==> src/hdl/assert_macros.svh <==
// Assertion macros for the RTL; rvfd_decode includes them.
`ifndef ASSERT_MACROS_SVH
`define ASSERT_MACROS_SVH

// Clocked assertion, disabled during reset.
`define ASSERT_CLK(label, prop, msg) \
    label: assert property (@(posedge aclk) disable iff (!aresetn) (prop)) else $error(msg);

// Clocked assertion, checked during reset as well.
`define ASSERT_ALWAYS(label, prop, msg) \
    label: assert property (@(posedge aclk) (prop)) else $error(msg);

`endif

==> src/hdl/rvfd_pkg.sv <==
// Types and constants of the run-length varint frame decoder.
package rvfd_pkg;

    localparam int unsigned COLOR_W = 8;
    localparam int unsigned LENGTH_W = 32;
    localparam int unsigned PIXEL_W = 24;
    localparam int unsigned SHIFT_W = 6;

    localparam logic [6:0] VARINT_DATA_MASK = 7'h7F;
    localparam int unsigned CONT_BIT = 7;
    localparam logic [SHIFT_W-1:0] DATA_BITS = 6'd7;
    localparam logic [SHIFT_W-1:0] SHIFT_LIMIT = 6'd35;
    localparam logic [PIXEL_W-1:0] FRAME_LENGTH_RESET = 24'd64000;

    typedef struct packed {
        logic [COLOR_W-1:0]  color;
        logic [LENGTH_W-1:0] length;
        logic [PIXEL_W-1:0]  start_pixel;
        logic                frame_end;
    } run_t;

endpackage

==> src/hdl/rle_varint_frame_decoder.sv <==
// A run's last byte is held in the input register, then the run is registered for m_valid.
// Throughput: one byte per cycle; the input register advances whenever the result register
// is empty, is being taken, or the byte gives no run.
// Reset: synchronous, active low; decoder waits for a colour byte, pixel count is zero,
// frame_length returns to 64000, both registers empty.
module rle_varint_frame_decoder (
    input  logic                          aclk,
    input  logic                          aresetn,
    input  logic                          cfg_we,
    input  logic [rvfd_pkg::PIXEL_W-1:0]  cfg_wdata,
    input  logic                          s_valid,
    output logic                          s_ready,
    input  logic [7:0]                    s_data_byte,
    output logic                          m_valid,
    input  logic                          m_ready,
    output logic [rvfd_pkg::COLOR_W-1:0]  m_run_color,
    output logic [rvfd_pkg::LENGTH_W-1:0] m_run_length,
    output logic [rvfd_pkg::PIXEL_W-1:0]  m_start_pixel,
    output logic                          m_frame_end
);

    logic [rvfd_pkg::PIXEL_W-1:0] frame_length_reg;
    logic                         in_valid_reg, in_valid_next;
    logic [7:0]                   in_data_reg;
    logic                         out_valid_reg, out_valid_next;
    rvfd_pkg::run_t               out_run_reg;

    logic                         adv;
    logic                         emit;
    rvfd_pkg::run_t               run;

    rvfd_decode u_decode (
        .aclk         (aclk),
        .aresetn      (aresetn),
        .step         (adv),
        .data_byte    (in_data_reg),
        .frame_length (frame_length_reg),
        .emit         (emit),
        .run          (run)
    );

    always_comb begin
        adv     = in_valid_reg && (!out_valid_reg || m_ready || !emit);
        s_ready = !in_valid_reg || adv;

        in_valid_next = in_valid_reg;
        if (s_valid && s_ready) begin
            in_valid_next = 1'b1;
        end else if (adv) begin
            in_valid_next = 1'b0;
        end

        out_valid_next = out_valid_reg;
        if (adv && emit) begin
            out_valid_next = 1'b1;
        end else if (m_ready) begin
            out_valid_next = 1'b0;
        end
    end

    always_ff @(posedge aclk) begin
        if (!aresetn) begin
            frame_length_reg <= rvfd_pkg::FRAME_LENGTH_RESET;
            in_valid_reg     <= 1'b0;
            out_valid_reg    <= 1'b0;
        end else begin
            if (cfg_we) begin
                frame_length_reg <= cfg_wdata;
            end
            in_valid_reg  <= in_valid_next;
            out_valid_reg <= out_valid_next;
        end
    end

    always_ff @(posedge aclk) begin
        if (s_valid && s_ready) begin
            in_data_reg <= s_data_byte;
        end
        if (adv && emit) begin
            out_run_reg <= run;
        end
    end

    assign m_valid       = out_valid_reg;
    assign m_run_color   = out_run_reg.color;
    assign m_run_length  = out_run_reg.length;
    assign m_start_pixel = out_run_reg.start_pixel;
    assign m_frame_end   = out_run_reg.frame_end;

endmodule

==> src/hdl/rvfd_decode.sv <==
// Varint length gathering, run assembly and frame pixel counting.
`include "assert_macros.svh"

module rvfd_decode (
    input  logic                          aclk,
    input  logic                          aresetn,
    input  logic                          step,
    input  logic [7:0]                    data_byte,
    input  logic [rvfd_pkg::PIXEL_W-1:0]  frame_length,
    output logic                          emit,
    output rvfd_pkg::run_t                run
);

    logic                            expect_color_reg, expect_color_next;
    logic [rvfd_pkg::COLOR_W-1:0]    held_color_reg, held_color_next;
    logic [rvfd_pkg::LENGTH_W-1:0]   length_accum_reg, length_accum_next;
    logic [rvfd_pkg::SHIFT_W-1:0]    bit_shift_reg, bit_shift_next;
    logic [rvfd_pkg::PIXEL_W-1:0]    pixel_count_reg, pixel_count_next;

    logic [rvfd_pkg::LENGTH_W-1:0]   part;
    logic [rvfd_pkg::LENGTH_W-1:0]   accum_upd;
    logic [rvfd_pkg::SHIFT_W-1:0]    shift_upd;
    logic [rvfd_pkg::LENGTH_W:0]     sum;
    logic                            last;

    always_comb begin
        part = {{(rvfd_pkg::LENGTH_W-7){1'b0}}, data_byte[6:0] & rvfd_pkg::VARINT_DATA_MASK}
               << bit_shift_reg[4:0];
        accum_upd = bit_shift_reg[5] ? length_accum_reg : (length_accum_reg | part);
        shift_upd = (bit_shift_reg < rvfd_pkg::SHIFT_LIMIT) ?
                    bit_shift_reg + rvfd_pkg::DATA_BITS : bit_shift_reg;
        sum  = {{(rvfd_pkg::LENGTH_W-rvfd_pkg::PIXEL_W+1){1'b0}}, pixel_count_reg}
               + {1'b0, accum_upd};
        last = sum >= {{(rvfd_pkg::LENGTH_W-rvfd_pkg::PIXEL_W+1){1'b0}}, frame_length};
        emit = !expect_color_reg && !data_byte[rvfd_pkg::CONT_BIT];

        run.color       = held_color_reg;
        run.length      = accum_upd;
        run.start_pixel = pixel_count_reg;
        run.frame_end   = last;

        expect_color_next = expect_color_reg;
        held_color_next   = held_color_reg;
        length_accum_next = length_accum_reg;
        bit_shift_next    = bit_shift_reg;
        pixel_count_next  = pixel_count_reg;

        if (step) begin
            if (expect_color_reg) begin
                held_color_next   = data_byte;
                length_accum_next = '0;
                bit_shift_next    = '0;
                expect_color_next = 1'b0;
            end else if (data_byte[rvfd_pkg::CONT_BIT]) begin
                length_accum_next = accum_upd;
                bit_shift_next    = shift_upd;
            end else begin
                expect_color_next = 1'b1;
                length_accum_next = '0;
                bit_shift_next    = '0;
                pixel_count_next  = last ? '0 : sum[rvfd_pkg::PIXEL_W-1:0];
            end
        end
    end

    always_ff @(posedge aclk) begin
        if (!aresetn) begin
            expect_color_reg <= 1'b1;
            held_color_reg   <= '0;
            length_accum_reg <= '0;
            bit_shift_reg    <= '0;
            pixel_count_reg  <= '0;
        end else begin
            expect_color_reg <= expect_color_next;
            held_color_reg   <= held_color_next;
            length_accum_reg <= length_accum_next;
            bit_shift_reg    <= bit_shift_next;
            pixel_count_reg  <= pixel_count_next;
        end
    end

    `ASSERT_CLK(a_color_then_varint, step && expect_color_reg |=> !expect_color_reg && bit_shift_reg == '0, "colour byte did not open a varint")
    `ASSERT_CLK(a_run_closes_varint, step && emit |=> expect_color_reg && length_accum_reg == '0, "run emitted without closing the varint")
    `ASSERT_CLK(a_shift_bounded, bit_shift_reg <= rvfd_pkg::SHIFT_LIMIT, "varint shift beyond limit")

endmodule

==> config.mk <==
export PLATFORM = sky130hd
export DESIGN_NAME = rle_varint_frame_decoder
export DESIGN_NICKNAME = d
export VERILOG_FILES = /design/src/hdl/rvfd_pkg.sv /design/src/hdl/rle_varint_frame_decoder.sv /design/src/hdl/rvfd_decode.sv
export VERILOG_INCLUDE_DIRS = /design/src /design/src/hdl
export SDC_FILE = /design/constraint.sdc
export NUM_CORES = 1
export LEC_CHECK = 0
export ABC_AREA = 0
export ABC_CLOCK_PERIOD_IN_PS = 13200
export BUFFER_PORTS_ARGS = -buffer_cell sky130_fd_sc_hd__buf_2
export CAP_MARGIN = 20
export CORE_MARGIN = 2
export CORE_UTILIZATION = 55
export DETAILED_ROUTE_END_ITERATION = 10
export GPL_ROUTABILITY_DRIVEN = 0
export PLACE_DENSITY = 0.79
export SLEW_MARGIN = 5
export SYNTH_ARGS = -nofsm -noshare
export SYNTH_HDL_FRONTEND = slang
export SYNTH_SLANG_ARGS = --single-unit
export TNS_END_PERCENT = 20
==> constraint.sdc <==
create_clock -name aclk -period 13.2 [get_ports aclk]
set_input_delay 0 -clock aclk [delete_from_list [all_inputs] [get_ports aclk]]
set_output_delay 0 -clock aclk [all_outputs]
set_load 0.1 [all_outputs]
==> out/metrics.yaml <==
fmax_ghz: 0.140
critPathMaxStageDelay_ns: 0.87
use_met3_pct: 4.87
post_synth_fa_ha_maj_area_fraction_pct: 7.45
synth_flop_cell: "dfxtp_1"
crit_end: "u_decode.pixel_count_reg[9]"
synthesis.nets: 908
ys_seq_area_share_pct: 47.7
ios: 104
cp_cell_sequence: "inv_1 -> mux2i_1 -> mux2i_1 -> o41ai_1 -> ha_1 -> nand2_1 -> a21oi_1 -> a221o_1 -> o21ai_0 -> o21ai_0 -> a21o_1 -> a21oi_1 -> xnor2_1 -> ha_1 -> a21o_1 -> a21oi_1 -> o211ai_1 -> a21oi_1 -> o2111ai_1 -> a211oi_4 -> and4bb_1 -> a22o_1"
synth_top_area_cell: "edfxtp_1"
rr_worst_depth: 22
antenna_found_initial: 0
synthMuxAreaShare_pct: 4.03
cap_violations: 0
worst_clock_skew_ns: 0.0123
synthTopCellsByArea: "edfxtp_1, dfxtp_1, ha_1"
cts_root_buffer: "clkbuf_16"
clk_path_buf_depth: 2
worst-path-stages: 22
routed_wirelength_um: 19700
slew_violations: 0
synth_top_family_by_area: "compound AO/OA/AOI/OAI gates"
synth.top_cell.area_share_pct: 25.3
rsz0062_at_grt: "false"
diodes: 0
num_vias: 6735
die_area_sq_um: 16800
fp-row-count: 45
die_h_um: 130
worstReg2RegEnd: "u_decode.pixel_count_reg[9]"
ant_nets: 0
peakVddDrop_mv: 0.0789
coreArea_sq_um: 15300
crit_family: "compound AO/OA/AOI/OAI gates"
synth_compound_area_share_pct: 18.2
synth.cell_area_sq_um: 8670
synth-edff-count: 73
layout-drive-gt1-share_pct: 18.4
area_growth_pct: 17.9
critPathLaunchType: "register"
r2r_slack_ns: 6.07
dp_hpwl_um: 13700
finalSetupViolCount: 0
path_clk_slew_ns: 0.07
synthCells: 820
synthXorXnorAreaFrac_pct: 2.93
power_leakage_nw: 4.38
crit_path_top_delay_cell: "and4bb_1"
status: "completed"
syn_avg_cell_area_sq_um: 10.6
grt_pass1_wl_um: 31700
powerDensity_nw_per_um2: 115
final_common_cell: "buf_2"
drt_iter0_markers: 549
cp.arrival_ns: 7.50
max_slew_margin_pct: 34.8
floorplan.initialDensity_pct: 56.6
grtUsageMet1_pct: 34.3
post-route-drc-count: 0
grt.overflow.total: 0
grt_pass1_vias: 6310
io_buffers: 103
cts_buffers: 17
path_buf_inv: 1
timing.rr.start: "u_decode.bit_shift_reg[0]"
finalCritPeriodShare_pct: 54.0
path_common_cell: "a21oi_1"
wl_per_cell_um: 16.9
clk_latency_ns: 0.44
finish.utilization_pct: 66.7
use_met2_pct: 37.5
critical_path_class: "reg2reg"
finalNetCount: 1030
tightestPinTransition_ns: 0.979
cp-end-kind: "register"
yosys_register_bits: 170
cp.required_ns: 13.57
synth.distinct_cells: 83
hold_viol: 0
cts.sinks: 170
synthArstFlopShare_pct: 0
grt_max_degree: 71
htreeDepth: 4
grt_usage_pct: 24.3
hold_class: "in2reg"
period_needed_ns: 7.13
final_cell_mix: "buf_2, dfxtp_1, edfxtp_1"
tritoncts: "built"
drtPass1Iterations: 5
post_cts_buffers: 0
cp_max_fo: 24
ys_warn_count: 0
synthSimpleGateAreaFrac_pct: 15.4
vias_per_cell: 5.78
tns_ns: 0
startpoint: "u_decode.bit_shift_reg[0]"
busiest_layer: "met2"
die_x_um: 130
kinds of logic after synthesis:
logic type | after synthesis
and+or+nand+nor | 230
AOI/OAI and AO/OA | 224
DFF | 170
buffers and inverters | 84
adders and majority gates | 51
muxes | 32
xor gates and xnor gates | 29
worst reg2reg max path, cell delays in order (launching register included):
cell,delay [ns]
dfxtp_1,0.78
inv_1,0.28
mux2i_1,0.50
mux2i_1,0.26
o41ai_1,0.54
ha_1,0.39
nand2_1,0.10
a21oi_1,0.04
a221o_1,0.39
o21ai_0,0.41
o21ai_0,0.27
a21o_1,0.23
a21oi_1,0.17
xnor2_1,0.16
ha_1,0.27
a21o_1,0.15
a21oi_1,0.19
o211ai_1,0.13
a21oi_1,0.23
o2111ai_1,0.21
a211oi_4,0.25
and4bb_1,0.87
a22o_1,0.26
through the flow:
| stage | worst slack (ns) | instances | power, mW | area (sq um) | hold slack, ns |
|---|---|---|---|---|---|
| 2_1_floorplan | 6.39 | 820 | 0.668 | 8670 | 0.0989 |
| 3_3_place_gp | 6.57 | 1098 | 0.697 | 9270 | 0.177 |
| 3_5_place_dp | 6.19 | 1098 | 0.698 | 9270 | 0.178 |
| 4_1_cts | 6.23 | 1164 | 1.18 | 10200 | 0.179 |
| 5_1_grt | 5.74 | 1166 | 1.21 | 10200 | 0.233 |
| 6_report | 6.07 | 1166 | 1.17 | 10200 | 0.181 |
cells in the mapped netlist (5+ instances only):
cell type,number
dfxtp_1,97
edfxtp_1,73
nand2_1,62
a21oi_1,61
ha_1,50
inv_1,41
nor2b_1,36
a21o_1,33
mux2i_1,27
a22o_1,26
clkbuf_1,26
nor2_1,24
o21ai_0,22
and3b_1,17
xnor2_1,17
nand3_1,15
nor3_1,13
xor2_1,12
a21boi_0,11
o211ai_1,10
nand4_1,8
a31oi_1,7
a22oi_1,6
and2_1,6
nand2b_1,6
a31o_2,5
buf_6,5
nor3b_1,5
or3_1,5
power by group:
group	switching, mW	internal, mW
Clock	0.210	0.266
Sequential	0.0116	0.559
Combinational	0.0775	0.0496
per-layer routing:
layer,vias up,wire length [um]
li1,3277,-
met1,3219,9150
met2,203,9020
met3,36,1060
met4,0,498
met5,-,0
final cells by class:
type | instances | area (sq um)
Tap cell | 211 | 264
Clock buffer | 20 | 447
Multi-Input combinational cell | 566 | 4170
Fill cell | 1217 | 5090
Inverter | 44 | 165
Sequential cell | 170 | 4130
Clock inverter | 12 | 116
Timing Repair Buffer | 143 | 928
how the worst min path moves through the flow:
stage | startpoint | end | slack (ns) | cells after the start
5_1_grt | cfg_we | frame_length_reg[14] | 0.23 | 3
3_3_place_gp | s_data_byte[7] | in_data_reg[7] | 0.18 | 1
2_1_floorplan | s_data_byte[0] | in_data_reg[0] | 0.1 | 0
4_1_cts | cfg_we | frame_length_reg[11] | 0.18 | 3
3_5_place_dp | s_data_byte[3] | in_data_reg[3] | 0.18 | 1
6_report | cfg_we | frame_length_reg[15] | 0.18 | 3
timing repair:
| item | 4_1_cts | 5_1_grt |
|---|---|---|
| hold buffers | 34 | 0 |
| gates resized for setup | 0 | 0 |
| hold endpoints to repair | 34 | 0 |
(Power assumes the default switching activity.)
